## src/hdl/bhlc_pkg.sv

```systemverilog
// bhlc_pkg: shared types, register indexes, color codes and hsv bands
// for the box hsv light color classifier; no dependencies
package bhlc_pkg;

    localparam int IMG_BITS   = 13;
    localparam int COUNT_BITS = 25;
    localparam int INDEX_BITS = 3;

    localparam logic [COUNT_BITS-1:0] COUNT_MAX = '1;

    // configuration register indexes
    localparam logic [INDEX_BITS-1:0] REG_BOX_COUNT    = 3'd0;
    localparam logic [INDEX_BITS-1:0] REG_BOX_FIRST    = 3'd1;
    localparam logic [INDEX_BITS-1:0] REG_IMAGE_WIDTH  = 3'd5;
    localparam logic [INDEX_BITS-1:0] REG_IMAGE_HEIGHT = 3'd6;
    localparam int                    NUM_BOX_REGS     = 4;

    localparam logic [IMG_BITS-1:0] IMAGE_WIDTH_RESET  = 13'd640;
    localparam logic [IMG_BITS-1:0] IMAGE_HEIGHT_RESET = 13'd480;

    // verdict codes
    localparam logic [1:0] COLOR_UNKNOWN = 2'd0;
    localparam logic [1:0] COLOR_RED     = 2'd1;
    localparam logic [1:0] COLOR_YELLOW  = 2'd2;
    localparam logic [1:0] COLOR_GREEN   = 2'd3;

    typedef struct packed {
        logic [7:0]  hue;
        logic [7:0]  saturation;
        logic [7:0]  brightness;
        logic [11:0] column;
        logic [11:0] row;
        logic        frame_end;
    } pixel_t;

    typedef struct packed {
        logic [1:0] box_index;
        logic [1:0] light_color;
        logic       last_result;
    } result_t;

    // pixel token handed from cell to cell
    typedef struct packed {
        logic        valid;
        logic        is_r;
        logic        is_y;
        logic        is_g;
        logic [11:0] column;
        logic [11:0] row;
        logic        frame_end;
    } token_t;

    typedef struct packed {
        logic       ok;
        logic [1:0] color;
    } verdict_t;

    typedef struct packed {
        logic [7:0] lo_h;
        logic [7:0] lo_s;
        logic [7:0] lo_v;
        logic [7:0] hi_h;
        logic [7:0] hi_s;
        logic [7:0] hi_v;
    } hsv_band_t;

    localparam hsv_band_t BAND_RED_A  = '{8'd0,   8'd120, 8'd200, 8'd10,  8'd255, 8'd255};
    localparam hsv_band_t BAND_RED_B  = '{8'd170, 8'd120, 8'd200, 8'd179, 8'd255, 8'd255};
    localparam hsv_band_t BAND_YELLOW = '{8'd25,  8'd140, 8'd200, 8'd35,  8'd225, 8'd255};
    localparam hsv_band_t BAND_GREEN  = '{8'd40,  8'd130, 8'd200, 8'd80,  8'd245, 8'd255};

    function automatic logic in_band(input hsv_band_t b, input logic [7:0] h,
                                     input logic [7:0] s, input logic [7:0] v);
        in_band = (h >= b.lo_h) && (h <= b.hi_h) &&
                  (s >= b.lo_s) && (s <= b.hi_s) &&
                  (v >= b.lo_v) && (v <= b.hi_v);
    endfunction

endpackage

```

## src/hdl/bhlc_cell.sv

```systemverilog
// bhlc_cell: one box of the chain; clips the box, counts colored pixels
// and writes its verdict into the verdict vector; depends on bhlc_pkg
module bhlc_cell #(
    parameter int COORD_BITS = 12,
    parameter int MAX_BOXES  = 4,
    parameter int CELL_INDEX = 0
) (
    input  logic                                 clk,
    input  logic                                 rst_n,
    input  logic [4*COORD_BITS-1:0]              box,
    input  logic                                 box_on,
    input  logic [bhlc_pkg::IMG_BITS-1:0]        image_width,
    input  logic [bhlc_pkg::IMG_BITS-1:0]        image_height,
    input  bhlc_pkg::token_t                     tok_in,
    input  bhlc_pkg::verdict_t [MAX_BOXES-1:0]   vdt_in,
    output bhlc_pkg::token_t                     tok_out,
    output bhlc_pkg::verdict_t [MAX_BOXES-1:0]   vdt_out
);
    import bhlc_pkg::*;

    localparam int CW = (COORD_BITS + 1 > IMG_BITS) ? COORD_BITS + 1 : IMG_BITS;

    logic [COORD_BITS-1:0] box_left;
    logic [COORD_BITS-1:0] box_top;
    logic [COORD_BITS-1:0] box_wid;
    logic [COORD_BITS-1:0] box_hgt;
    logic [COORD_BITS:0]   right_sum;
    logic [COORD_BITS:0]   bottom_sum;
    logic [CW-1:0]         x0, x1, y0, y1, xw, yh, col_x, row_y;
    logic                  nonempty;
    logic                  hit;
    logic                  frame_done;

    logic [COUNT_BITS-1:0] red_reg, red_bump, red_next;
    logic [COUNT_BITS-1:0] yel_reg, yel_bump, yel_next;
    logic [COUNT_BITS-1:0] grn_reg, grn_bump, grn_next;
    logic [1:0]            color;

    token_t                    tok_reg;
    verdict_t [MAX_BOXES-1:0]  vdt_reg, vdt_next;

    assign box_left = box[COORD_BITS-1:0];
    assign box_top  = box[2*COORD_BITS-1:COORD_BITS];
    assign box_wid  = box[3*COORD_BITS-1:2*COORD_BITS];
    assign box_hgt  = box[4*COORD_BITS-1:3*COORD_BITS];

    assign right_sum  = {1'b0, box_left} + {1'b0, box_wid};
    assign bottom_sum = {1'b0, box_top} + {1'b0, box_hgt};

    assign x0    = CW'(box_left);
    assign y0    = CW'(box_top);
    assign x1    = CW'(right_sum);
    assign y1    = CW'(bottom_sum);
    assign xw    = CW'(image_width);
    assign yh    = CW'(image_height);
    assign col_x = CW'(tok_in.column);
    assign row_y = CW'(tok_in.row);

    // min(right, width) > left splits into two compares
    assign nonempty = box_on && (x1 > x0) && (xw > x0) && (y1 > y0) && (yh > y0);

    assign hit = tok_in.valid && nonempty &&
                 (col_x >= x0) && (col_x < x1) && (col_x < xw) &&
                 (row_y >= y0) && (row_y < y1) && (row_y < yh);

    assign frame_done = tok_in.valid && tok_in.frame_end;

    always_comb
    begin
        red_bump = red_reg;
        yel_bump = yel_reg;
        grn_bump = grn_reg;
        if (hit && tok_in.is_r && red_reg != COUNT_MAX)
        begin
            red_bump = red_reg + 1'b1;
        end
        if (hit && tok_in.is_y && yel_reg != COUNT_MAX)
        begin
            yel_bump = yel_reg + 1'b1;
        end
        if (hit && tok_in.is_g && grn_reg != COUNT_MAX)
        begin
            grn_bump = grn_reg + 1'b1;
        end
        red_next = frame_done ? '0 : red_bump;
        yel_next = frame_done ? '0 : yel_bump;
        grn_next = frame_done ? '0 : grn_bump;
    end

    // strict winner on the counts that include the frame's last pixel
    always_comb
    begin
        priority if (red_bump > yel_bump && red_bump > grn_bump)
        begin
            color = COLOR_RED;
        end
        else if (yel_bump > red_bump && yel_bump > grn_bump)
        begin
            color = COLOR_YELLOW;
        end
        else if (grn_bump > red_bump && grn_bump > yel_bump)
        begin
            color = COLOR_GREEN;
        end
        else
        begin
            color = COLOR_UNKNOWN;
        end
    end

    always_comb
    begin
        vdt_next = vdt_in;
        if (frame_done)
        begin
            vdt_next[CELL_INDEX].ok    = nonempty;
            vdt_next[CELL_INDEX].color = color;
        end
    end

    always_ff @(posedge clk or negedge rst_n)
    begin
        if (!rst_n)
        begin
            red_reg <= '0;
            yel_reg <= '0;
            grn_reg <= '0;
            tok_reg <= '0;
        end
        else
        begin
            red_reg <= red_next;
            yel_reg <= yel_next;
            grn_reg <= grn_next;
            tok_reg <= tok_in;
        end
    end

    always_ff @(posedge clk)
    begin
        vdt_reg <= vdt_next;
    end

    assign tok_out = tok_reg;
    assign vdt_out = vdt_reg;

endmodule

```

## src/hdl/bhlc_drain.sv

```systemverilog
// bhlc_drain: takes the verdict vector of a finished frame and hands out
// one result per usable box in box order; depends on bhlc_pkg
module bhlc_drain #(
    parameter int MAX_BOXES = 4
) (
    input  logic                                clk,
    input  logic                                rst_n,
    input  logic                                frame_in,
    input  bhlc_pkg::verdict_t [MAX_BOXES-1:0]  vdt_in,
    output logic                                busy,
    output logic                                res_valid,
    input  logic                                res_stall,
    output bhlc_pkg::result_t                   res
);
    import bhlc_pkg::*;

    logic [MAX_BOXES-1:0] pend_reg;
    logic [1:0]           color_reg [MAX_BOXES];
    logic                 out_valid_reg;
    result_t              out_reg;

    logic [MAX_BOXES-1:0] first_oh;
    logic [1:0]           sel_color;
    logic [1:0]           sel_index;
    logic                 found;
    logic                 advance;
    logic [MAX_BOXES-1:0] pend_rest;

    // lowest pending box
    always_comb
    begin
        found     = 1'b0;
        first_oh  = '0;
        sel_color = COLOR_UNKNOWN;
        sel_index = 2'd0;
        for (int i = 0; i < MAX_BOXES; i++)
        begin
            if (pend_reg[i] && !found)
            begin
                found       = 1'b1;
                first_oh[i] = 1'b1;
                sel_color   = color_reg[i];
                sel_index   = 2'(i);
            end
        end
    end

    assign pend_rest = pend_reg & ~first_oh;
    assign advance   = !out_valid_reg || !res_stall;

    always_ff @(posedge clk or negedge rst_n)
    begin
        if (!rst_n)
        begin
            pend_reg      <= '0;
            out_valid_reg <= 1'b0;
        end
        else if (frame_in)
        begin
            for (int i = 0; i < MAX_BOXES; i++)
            begin
                pend_reg[i] <= vdt_in[i].ok;
            end
        end
        else if (advance)
        begin
            out_valid_reg <= found;
            pend_reg      <= pend_rest;
        end
    end

    always_ff @(posedge clk)
    begin
        if (frame_in)
        begin
            for (int i = 0; i < MAX_BOXES; i++)
            begin
                color_reg[i] <= vdt_in[i].color;
            end
        end
        if (!frame_in && advance && found)
        begin
            out_reg.box_index   <= sel_index;
            out_reg.light_color <= sel_color;
            out_reg.last_result <= (pend_rest == '0);
        end
    end

    assign busy      = out_valid_reg || (pend_reg != '0);
    assign res_valid = out_valid_reg;
    assign res       = out_reg;

    a_load_idle: assert property (@(posedge clk) disable iff (!rst_n)
        frame_in |-> (pend_reg == '0) && !out_valid_reg)
        else $error("verdict vector arrived while results still pending");

    a_last_clean: assert property (@(posedge clk) disable iff (!rst_n)
        out_valid_reg && out_reg.last_result |-> (pend_reg == '0))
        else $error("last result shown with boxes still pending");

    a_rise_from_pend: assert property (@(posedge clk) disable iff (!rst_n)
        $rose(out_valid_reg) |-> ($past(pend_reg) != '0))
        else $error("result raised with nothing pending");

endmodule

```

## src/hdl/box_hsv_light_color_classifier_core.sv

```systemverilog
// box_hsv_light_color_classifier_core: pixel classification, config
// registers, chain of box cells and result drain; depends on bhlc_pkg,
// bhlc_cell and bhlc_drain
// throughput: one pixel transfer per cycle unless a frame_end pixel is held off; each pixel walks one cell per cycle
// results: after the frame_end token passes the input and cell registers, the
//   drain loads the verdicts; results follow one per cycle while res_stall is low
// a frame_end pixel is held off while the previous frame's token is in the
//   chain or its results are not all taken
// reset: counters cleared, box_count 0, boxes 0, image size 640 x 480
module box_hsv_light_color_classifier_core #(
    parameter int MAX_BOXES  = 4,
    parameter int COORD_BITS = 12
) (
    input  logic                               clk,
    input  logic                               rst_n,
    input  logic                               cfg_write,
    input  logic [bhlc_pkg::INDEX_BITS-1:0]    cfg_index,
    input  logic [4*COORD_BITS-1:0]            cfg_data,
    input  logic                               pix_valid,
    output logic                               pix_stall,
    input  bhlc_pkg::pixel_t                   pix,
    output logic                               res_valid,
    input  logic                               res_stall,
    output bhlc_pkg::result_t                  res
);
    import bhlc_pkg::*;

    localparam int BOX_BITS = 4 * COORD_BITS;

    logic [2:0]            box_count_reg;
    logic [BOX_BITS-1:0]   boxes_reg [MAX_BOXES];
    logic [IMG_BITS-1:0]   image_width_reg;
    logic [IMG_BITS-1:0]   image_height_reg;

    token_t                    tok_w [MAX_BOXES+1];
    verdict_t [MAX_BOXES-1:0]  vdt_w [MAX_BOXES+1];
    token_t                    tok0_reg;
    token_t                    tok0_next;
    logic [MAX_BOXES:0]        frame_tok;
    logic                      drain_busy;
    logic                      frame_busy;
    logic                      pix_xfer;

    // configuration registers
    always_ff @(posedge clk or negedge rst_n)
    begin
        if (!rst_n)
        begin
            box_count_reg    <= 3'd0;
            image_width_reg  <= IMAGE_WIDTH_RESET;
            image_height_reg <= IMAGE_HEIGHT_RESET;
            for (int b = 0; b < MAX_BOXES; b++)
            begin
                boxes_reg[b] <= '0;
            end
        end
        else if (cfg_write)
        begin
            if (cfg_index == REG_BOX_COUNT)
            begin
                box_count_reg <= cfg_data[2:0];
            end
            if (cfg_index == REG_IMAGE_WIDTH)
            begin
                image_width_reg <= cfg_data[IMG_BITS-1:0];
            end
            if (cfg_index == REG_IMAGE_HEIGHT)
            begin
                image_height_reg <= cfg_data[IMG_BITS-1:0];
            end
            // boxes beyond the four box registers stay empty
            for (int b = 0; b < MAX_BOXES; b++)
            begin
                if (b < NUM_BOX_REGS && cfg_index == REG_BOX_FIRST + INDEX_BITS'(b))
                begin
                    boxes_reg[b] <= cfg_data;
                end
            end
        end
    end

    // input stage: classify and register the pixel
    assign pix_xfer = pix_valid && !pix_stall;

    always_comb
    begin
        tok0_next.valid     = pix_xfer;
        tok0_next.is_r      = in_band(BAND_RED_A, pix.hue, pix.saturation, pix.brightness) ||
                              in_band(BAND_RED_B, pix.hue, pix.saturation, pix.brightness);
        tok0_next.is_y      = in_band(BAND_YELLOW, pix.hue, pix.saturation, pix.brightness);
        tok0_next.is_g      = in_band(BAND_GREEN, pix.hue, pix.saturation, pix.brightness);
        tok0_next.column    = pix.column;
        tok0_next.row       = pix.row;
        tok0_next.frame_end = pix.frame_end;
    end

    always_ff @(posedge clk or negedge rst_n)
    begin
        if (!rst_n)
        begin
            tok0_reg <= '0;
        end
        else
        begin
            tok0_reg <= tok0_next;
        end
    end

    assign tok_w[0] = tok0_reg;
    assign vdt_w[0] = '0;

    genvar g;
    generate
        for (g = 0; g < MAX_BOXES; g++)
        begin : g_cell
            logic box_on;
            assign box_on = {2'b00, box_count_reg} > 5'(g);

            bhlc_cell #(
                .COORD_BITS (COORD_BITS),
                .MAX_BOXES  (MAX_BOXES),
                .CELL_INDEX (g)
            ) u_cell (
                .clk          (clk),
                .rst_n        (rst_n),
                .box          (boxes_reg[g]),
                .box_on       (box_on),
                .image_width  (image_width_reg),
                .image_height (image_height_reg),
                .tok_in       (tok_w[g]),
                .vdt_in       (vdt_w[g]),
                .tok_out      (tok_w[g+1]),
                .vdt_out      (vdt_w[g+1])
            );
        end
    endgenerate

    always_comb
    begin
        for (int k = 0; k <= MAX_BOXES; k++)
        begin
            frame_tok[k] = tok_w[k].valid && tok_w[k].frame_end;
        end
    end

    bhlc_drain #(
        .MAX_BOXES (MAX_BOXES)
    ) u_drain (
        .clk       (clk),
        .rst_n     (rst_n),
        .frame_in  (frame_tok[MAX_BOXES]),
        .vdt_in    (vdt_w[MAX_BOXES]),
        .busy      (drain_busy),
        .res_valid (res_valid),
        .res_stall (res_stall),
        .res       (res)
    );

    // one frame token in flight at a time; plain pixels always pass
    assign frame_busy = (frame_tok != '0) || drain_busy;
    assign pix_stall  = pix.frame_end && frame_busy;

    a_frame_tracked: assert property (@(posedge clk) disable iff (!rst_n)
        pix_xfer && pix.frame_end |=> frame_busy)
        else $error("frame_end transfer not tracked as busy");

    a_one_token: assert property (@(posedge clk) disable iff (!rst_n)
        $countones(frame_tok) <= 1)
        else $error("more than one frame token in the chain");

    a_stall_reason: assert property (@(posedge clk) disable iff (!rst_n)
        pix_stall |-> pix.frame_end && frame_busy)
        else $error("pixel stalled without a pending frame");

endmodule

```

## config.mk

```make
export PLATFORM = sky130hd
export DESIGN_NAME = box_hsv_light_color_classifier_core
export DESIGN_NICKNAME = d
export VERILOG_FILES = /design/src/hdl/bhlc_pkg.sv /design/src/hdl/bhlc_cell.sv /design/src/hdl/bhlc_drain.sv /design/src/hdl/box_hsv_light_color_classifier_core.sv
export SDC_FILE = /design/constraint.sdc
export NUM_CORES = 2
export LEC_CHECK = 0
export ABC_AREA = 1
export BUFFER_PORTS_ARGS = -buffer_cell sky130_fd_sc_hd__clkbuf_2
export CAP_MARGIN = 15
export CORE_UTILIZATION = 35
export CTS_BUF_LIST = sky130_fd_sc_hd__clkbuf_8
export DETAILED_ROUTE_END_ITERATION = 10
export HOLD_SLACK_MARGIN = 0.03
export MAX_ROUTING_LAYER = met4
export PLACE_DENSITY = 0.54
export SYNTH_ARGS = -nofsm -noshare
export SYNTH_HDL_FRONTEND = slang
export SYNTH_SLANG_ARGS = --single-unit
```

## constraint.sdc

```tcl
create_clock -name clk -period 6.2 [get_ports clk]
set_input_delay 0.31 -clock clk [delete_from_list [all_inputs] [get_ports clk]]
set_output_delay 0.31 -clock clk [all_outputs]
set_load 0.01 [all_outputs]
```

Yosys cells after proc, flatten, opt, wreduce, memory -nomap -nowiden
Memory sizes are Yosys's and may differ from the RTL's.
Cells that the tools add are included.
W data, S select, Z words.
{ "op_classes": {"n_addsub": 20, "bitwise_logic": 7, "n_mux": 53, "magnitude_cmp": 84, "n_eq_ne": 18, "reduce_logical": 141} }
{ "op_table": {"columns": ["operator", "n"], "rows": [
  ["$gt A25 B25 Y1", 24],
  ["$mux W25", 24],
  ["$add A25 B1 Y25 const B", 12],
  ["$ne A25 B25 Y1 const B", 12],
  ["$gt A13 B12 Y1", 16],
  ["$lt A12 B13 Y1", 16],
  ["$logic_and A1 B1 Y1", 112],
  ["$add A12 B12 Y13", 8],
  ["$ge A12 B12 Y1", 8],
  ["$le A8 B8 Y1 const B", 5],
  ["$ge A8 B8 Y1 const B", 4],
  ["$mux W2", 12],
  ["$reduce_and A2 Y1", 8],
  ["$mux W1", 15],
  ["$reduce_or A2 Y1", 5],
  ["$eq A3 B3 Y1 const B", 3],
  ["$ge A8 B1 Y1 const B", 1],
  ["$ge A8 B5 Y1 const B", 1],
  ["$ge A8 B6 Y1 const B", 1],
  ["$ge A8 B7 Y1 const B", 1],
  ["$le A8 B4 Y1 const B", 1],
  ["$le A8 B6 Y1 const B", 1],
  ["$le A8 B7 Y1 const B", 1],
  ["$mux W4", 2],
  ["14 further kinds", 30]
]} }
{ "totals": {"wordCells": 403, "n_memories": 1, "reg_bits": 679, "output_inout_bits": 7, "ram_bits": 8} }
{ "mem_list": {"columns": ["memory", "words", "word_bits", "read_ports", "rd_clocked_by_memory_dff", "write_ports", "line_no", "source"], "rows": [
  ["u_drain.color_reg", 4, 2, 4, 0, 4, "bhlc_drain.sv:18", "logic [1:0] color_reg [MAX_BOXES];"]
]} }

Depth between registers and ports, before layout
{ "logic_depth": {"word_depth": 21, "ltp_mapped": 41, "ltp_nobuf": 40} }

Modules after synthesis
From an unflattened synthesis, not the netlist that was laid out.
{ "unflattened": {"hier_cells": 8039, "area_unflattened_um2": 60591.9} }
{ "modules_own_cells": {"columns": ["mod", "n_inst", "area_each_um2", "cells_per_inst"], "rows": [
  ["bhlc_cell at g_cell[2].u_cell", 1, 13073.8, 1783],
  ["bhlc_cell at g_cell[3].u_cell", 1, 12683.4, 1759],
  ["bhlc_cell at g_cell[0].u_cell", 1, 12468.2, 1769],
  ["bhlc_cell at g_cell[1].u_cell", 1, 12448.2, 1768],
  ["box_hsv_light_color_classifier_core", 1, 9158.8, 890],
  ["bhlc_drain", 1, 759.5, 70]
]} }

Worst setup path after synthesis
OpenSTA, ideal clock, no wires.
{ "synth_timing": {"path_type": "flip-flop to flip-flop", "startpoint": "reg boxes_reg[144] in the netlist's numbering", "endpoint": "reg g_cell[0].u_cell.vdt_reg (netlist bit g_cell[0].u_cell.vdt_out[0])", "path_stages_with_launch": 35, "t_arrival_ns": 4.812, "setup_ns": 0.070, "period_less_slack_ns": 4.882, "path_buffers": 2, "slack_ns": 1.318, "cell_sequence": "dfrtp_1 > ha_1 > inv_1 > fa_1 > o21ai_1 > a31oi_1 > o21ai_0 > a31o_2 > xor2_1 > inv_1 > ha_1 > nand2_1 > nor2_1 > nand2_1 > nand3_1 > nand2_1 > nor2_1 > nand3_2 > nor2_8 > buf_6 > buf_6 > nand4_1 > nand2_1 > inv_1 > ha_1 > a21oi_1 > o21a_1 > o21a_1 > o21ai_0 > nand2_1 > nand2_1 > nand2_1 > nand3_1 > or2_2 > a21oi_1"} }
{ "synth_via": {"elab_chain_cells": 21, "word_cells_on_any_way": 37, "classes_between": "add/sub: 1; order compare: 10; mux: 6; reduce/logical: 20"} }
{ "synth_rtl": {"columns": ["item", "line_no", "source"], "rows": [
  ["from (decl)", "box_hsv_light_color_classifier_core.sv:31", "logic [BOX_BITS-1:0] boxes_reg [MAX_BOXES];"],
  ["from (signal, indexed assignment)", "box_hsv_light_color_classifier_core.sv:76", "boxes_reg[b] <= cfg_data;"],
  ["$add A12 B12 Y13", "bhlc_cell.sv:47", "assign right_sum = {1'b0, box_left} + {1'b0, box_wid};"],
  ["$gt A13 B12 Y1", "bhlc_cell.sv:60", "assign nonempty = box_on && (x1 > x0) && (xw > x0) && (y1 > y0) && (yh > y0);"],
  ["$logic_and A1 B1 Y1 (4 in a row)", "bhlc_cell.sv:60", null],
  ["$logic_and A1 B1 Y1 (2 in a row)", "bhlc_cell.sv:62", "assign hit = tok_in.valid && nonempty &&"],
  ["$logic_and A1 B1 Y1 * (3 in a row)", "bhlc_cell.sv:63", "(col_x >= x0) && (col_x < x1) && (col_x < xw) &&"],
  ["$logic_and A1 B1 Y1 * (2 in a row)", "bhlc_cell.sv:64", "(row_y >= y0) && (row_y < y1) && (row_y < yh);"],
  ["$logic_and A1 B1 Y1, on equally long branches (2 in a row)", "bhlc_cell.sv:81, bhlc_cell.sv:73, bhlc_cell.sv:77", null],
  ["$mux W25, on equally long branches", "bhlc_cell.sv:81, bhlc_cell.sv:73, bhlc_cell.sv:77", null],
  ["$gt A25 B25 Y1", "bhlc_cell.sv:101", "else if (grn_bump > red_bump && grn_bump > yel_bump)"],
  ["$logic_and A1 B1 Y1", "bhlc_cell.sv:101", null],
  ["$mux W2", "bhlc_cell.sv:101", null],
  ["$mux W2", "bhlc_cell.sv:97", "else if (yel_bump > red_bump && yel_bump > grn_bump)"],
  ["$mux W1 *", "bhlc_cell.sv:93", "priority if (red_bump > yel_bump && red_bump > grn_bump)"],
  ["to (signal assigned)", "bhlc_cell.sv:141", "vdt_reg <= vdt_next;"],
  ["to (decl)", "bhlc_cell.sv:40", "verdict_t [MAX_BOXES-1:0] vdt_reg, vdt_next;"]
]} }
Every way passes the cells marked *; elsewhere a longest branch is shown, timed or not.
A chain may end at the register's enable or synchronous reset.

Worst setup path in the final report
{ "layout_timing": {"startpoint": "reg boxes_reg[50] in the netlist's numbering", "endpoint": "reg g_cell[2].u_cell.vdt_reg (netlist bit g_cell[2].u_cell.vdt_out[6])"} }
{ "layout_via": {"elab_chain_cells": 21, "word_cells_on_any_way": 37, "classes_between": "add/sub: 1; order compare: 10; mux: 6; reduce/logical: 20"} }
{ "layout_rtl": {"columns": ["item", "line_no"], "rows": [
  ["$add A12 B12 Y13", "bhlc_cell.sv:47"],
  ["$gt A13 B12 Y1", "bhlc_cell.sv:60"],
  ["$logic_and A1 B1 Y1 (4 in a row)", "bhlc_cell.sv:60"],
  ["$logic_and A1 B1 Y1 (2 in a row)", "bhlc_cell.sv:62"],
  ["$logic_and A1 B1 Y1 * (3 in a row)", "bhlc_cell.sv:63"],
  ["$logic_and A1 B1 Y1 * (2 in a row)", "bhlc_cell.sv:64"],
  ["$logic_and A1 B1 Y1, on equally long branches (2 in a row)", "bhlc_cell.sv:81, bhlc_cell.sv:73, bhlc_cell.sv:77"],
  ["$mux W25, on equally long branches", "bhlc_cell.sv:81, bhlc_cell.sv:73, bhlc_cell.sv:77"],
  ["$gt A25 B25 Y1", "bhlc_cell.sv:101"],
  ["$logic_and A1 B1 Y1", "bhlc_cell.sv:101"],
  ["$mux W2", "bhlc_cell.sv:101"],
  ["$mux W2", "bhlc_cell.sv:97"],
  ["$mux W1 *", "bhlc_cell.sv:93"],
  ["to (signal assigned)", "bhlc_cell.sv:141"],
  ["to (decl)", "bhlc_cell.sv:40"]
]} }
Marks and branches as above.

==> impl_metrics.env <==
export IMPL_pwr_share_clk=0.314
export IMPL_design_area_sq_um=64460
export IMPL_hold_viol=0
export IMPL_reg2reg_depth=36
export IMPL_r2r_slack_ns=0.38
export IMPL_via_count=52170
export IMPL_grt_pass1_vias=51020
export IMPL_area_growth_pct=12.88
export IMPL_power_density_nw_per_um2=245.6
export IMPL_fmaxAchievable_mhz=171.7
export IMPL_final_util=0.3996
export IMPL_routed_wl_microns=179000
export IMPL_port_buffers=107
export IMPL_switching_share=0.3848
export IMPL_synth_cell_types=65
export IMPL_cts_buffers=141
export IMPL_slew_headroom=0.1987
export IMPL_cpMostUsedCell="nand2_1"
export IMPL_fp_dieH_microns=405.9
export IMPL_power_leakage_nw=33.83
export IMPL_syn_nets=8713
export IMPL_grt_start_max_net_pins=143
export IMPL_start_kind="flip-flop"
export IMPL_combPwrFrac=0.359
export IMPL_power_frac_seq=0.328
export IMPL_drive_gt1_frac=0.06792
export IMPL_grt_first_pass_wirelength_microns=281300
export IMPL_overflow=0
export IMPL_clock_path_buffers=3
export IMPL_ir_drop_mv=0.1797
export IMPL_slew_violations=0
export IMPL_worst_slew_pin_slew_ns=1.202
export IMPL_internal_power_mw=9.738
export IMPL_worstPathMaxFanout=27
export IMPL_r2r_start="boxes_reg[50]$_DFFE_PN0P_"
export IMPL_largest_reg_flops=192
export IMPL_synth_ff_type="dfrtp_1"
export IMPL_worst_slack_ns=0.3754
export IMPL_ys_seq_area_frac=0.2997
export IMPL_critical_path_class="reg2reg"
export IMPL_post_place_ws_ns=0.1999
export IMPL_drtIter0Drc=3394
export IMPL_cpPeakStageDelay_ns=0.40
export IMPL_clkLatencyLatePin_ns=0.87
export IMPL_fp_dieArea_sq_um=164800
export IMPL_cts_sinks=687
export IMPL_antenna_found_initial=7
export IMPL_rows=147
export IMPL_p_sw_mw=6.092
export IMPL_nNetsFinal=8995
export IMPL_clock_skew_ns=0.05976
export IMPL_ys_warn_count=0
export IMPL_status="finished, final reports clean"
export IMPL_htreeDepth=4
export IMPL_initial_core_util=0.3540
export IMPL_drc=0
export IMPL_drv_cap=0
export IMPL_fin_crit_sh=0.9395
export IMPL_ant_nets=0
export IMPL_die_width_microns=405.9
export IMPL_cts_tree="yes"
export IMPL_dpl_hpwl_microns=139700
export IMPL_ys_ff_latch=687
export IMPL_core_region_area_sq_um=161300
export IMPL_wl_per_cell_microns=17.39
export IMPL_netlist_instances=7732
export IMPL_rr_endpoint="g_cell[2].u_cell.vdt_out[6]$_SDFF_PN0_"
export IMPL_setup_violations=0
export IMPL_grtUsageTotal=0.2234
export IMPL_cts_root_buf="clkbuf_8"
export IMPL_crit_arrival_ns=6.55
export IMPL_boundaryPins=112
export IMPL_cp_end_kind="flip-flop"
export IMPL_placed_area_sq_um=60330
export IMPL_clkTransAtPathRegs_ns=0.06
export IMPL_cp_required_ns=6.92
export IMPL_viasPerCell=5.068
export IMPL_drt_pass1_iter_count=5
export IMPL_hold_class="in2async"
export IMPL_cpMaxStageDelayCell="dfrtp_1"
export IMPL_synth_edf_count=13
export IMPL_syn_area_sq_um=57100
export IMPL_synth_avg_cell_area_sq_um=7.385
export IMPL_synthArstFlopShare=0.9374
export IMPL_routabilityCongestion=0.9087
export IMPL_fin_crit_ns=5.825
-- cell type report --
type                            instances  area, sq um
Multi-Input combinational cell       5723        34800
Fill cell                           16770        96850
Inverter                             1128         4242
Antenna cell                            8        20.02
Clock buffer                          171         2354
Tap cell                             2160         2703
Sequential cell                       687        17110
Timing Repair Buffer                  333         2684
Clock inverter                         85        545.5
-- kinds of logic (layout without fill, tap and decap cells) --
logic type | after synthesis | in the layout | synth area share
buf+inv | 1323 | 1717 | 0.09220
compound gates | 905 | 905 | 0.08563
xor+xnor | 347 | 347 | 0.05322
fa+ha+maj | 876 | 876 | 0.1930
simple gates | 3594 | 3595 | 0.2763
other cells | 0 | 8 | 0
flops | 687 | 687 | 0.2997
-- layout by cell type (no fill, tap or decap), drive strengths merged, types with 5 or more instances in the layout --
| cell type | instances |
|---|---|
| ha | 868 |
| clkinv | 30 |
| nor4 | 89 |
| a31oi | 12 |
| nand2 | 1906 |
| diode | 8 |
| xnor2 | 29 |
| a211oi | 7 |
| dfxtp | 30 |
| bufinv | 5 |
| o211ai | 17 |
| a21oi | 411 |
| nand3b | 5 |
| a21boi | 7 |
| dfstp | 6 |
| dlygate4sd3 | 110 |
| dfrtp | 638 |
| inv | 1174 |
| clkbuf | 277 |
| nor2 | 721 |
| and3 | 8 |
| fa | 8 |
| xor2 | 318 |
| nand3 | 239 |
| nand4 | 449 |
| nor3 | 161 |
| o21a | 29 |
| or2 | 6 |
| buf | 117 |
| edfxtp | 13 |
| a31o | 5 |
| o21bai | 32 |
| a21o | 13 |
| o21ai | 356 |
-- synth_stat cells (all sizes together), types with 32 or more instances --
library cell	count	area (sq um)
nor3	161	820.8
xor2	318	2785
a21oi	411	2057
nor4	89	581.8
o21bai	32	240.2
buf	72	564.3
ha	868	10860
o21ai	356	1782
inv	1128	4239
nand3	239	1281
nand2	1906	7249
nand4	448	2854
nor2	721	2776
clkbuf	123	461.7
dfrtp	638	15970
-- worst max-delay path: cells and delay by family, from the launching register on --
family,cells,cell delay (ns)
AOI/OAI and AO/OA,10,1.74
adders and majority gates,3,0.92
xor gates and xnor gates,1,0.21
and+or+nand+nor,15,1.62
DFF,1,0.40
buffers and inverters,7,0.81
-- worst max path at each step --
| stage | startpoint | to |
|---|---|---|
| 5_1_grt | boxes_reg[50]$_DFFE_PN0P_ | g_cell[2].u_cell.vdt_out[6]$_SDFF_PN0_ |
| 2_1_floorplan | boxes_reg[144]$_DFFE_PN0P_ | g_cell[0].u_cell.vdt_out[0]$_SDFF_PN0_ |
| 4_1_cts | boxes_reg[72]$_DFFE_PN0P_ | g_cell[2].u_cell.vdt_out[6]$_SDFF_PN0_ |
| 3_3_place_gp | boxes_reg[72]$_DFFE_PN0P_ | g_cell[2].u_cell.vdt_out[6]$_SDFF_PN0_ |
| 6_report | boxes_reg[50]$_DFFE_PN0P_ | g_cell[2].u_cell.vdt_out[6]$_SDFF_PN0_ |
| 3_5_place_dp | boxes_reg[72]$_DFFE_PN0P_ | g_cell[2].u_cell.vdt_out[6]$_SDFF_PN0_ |
-- metal layers --
layer  routed length [microns]  up-vias  global-route usage
li1                          -    26160                   -
met1                     87750    24740              0.3085
met2                     80630     1039              0.3493
met3                      7041      230             0.02401
met4                      3591        0             0.05290
met5                         0        -                   -
-- repair_timing --
action,CTS,global route
hold buffers,110,0
endpoints found under the hold margin,317,0
setup buffers,0,7
gates resized for setup,0,12
endpoints found under the setup margin,0,8
-- power groups by stage --
| stage | registers, mW | logic, mW | clock network (mW) |
|---|---|---|---|
| 5_1_grt | 5.22 | 6.60 | 5.34 |
| 4_1_cts | 5.18 | 5.69 | 5.15 |
| 3_5_place_dp | 5.25 | 5.61 | 0 |
| 3_3_place_gp | 5.24 | 5.46 | 0 |
| 2_1_floorplan | 5.10 | 4.16 | 0 |
| 6_report | 5.18 | 5.68 | 4.97 |
-- per-stage QoR --
stage            TNS, ns  total power [mW]  hold slack (ns)  cells
6_report               0             15.83           0.1082  10300
3_5_place_dp           0             10.86           0.3121   9913
2_1_floorplan          0             9.260          0.01441   7732
5_1_grt        -0.002605             17.16          0.06265  10290
3_3_place_gp           0             10.70           0.3109   9913
4_1_cts                0             16.02          0.03047  10280
Note: power is estimated with default switching activity, not from simulation.
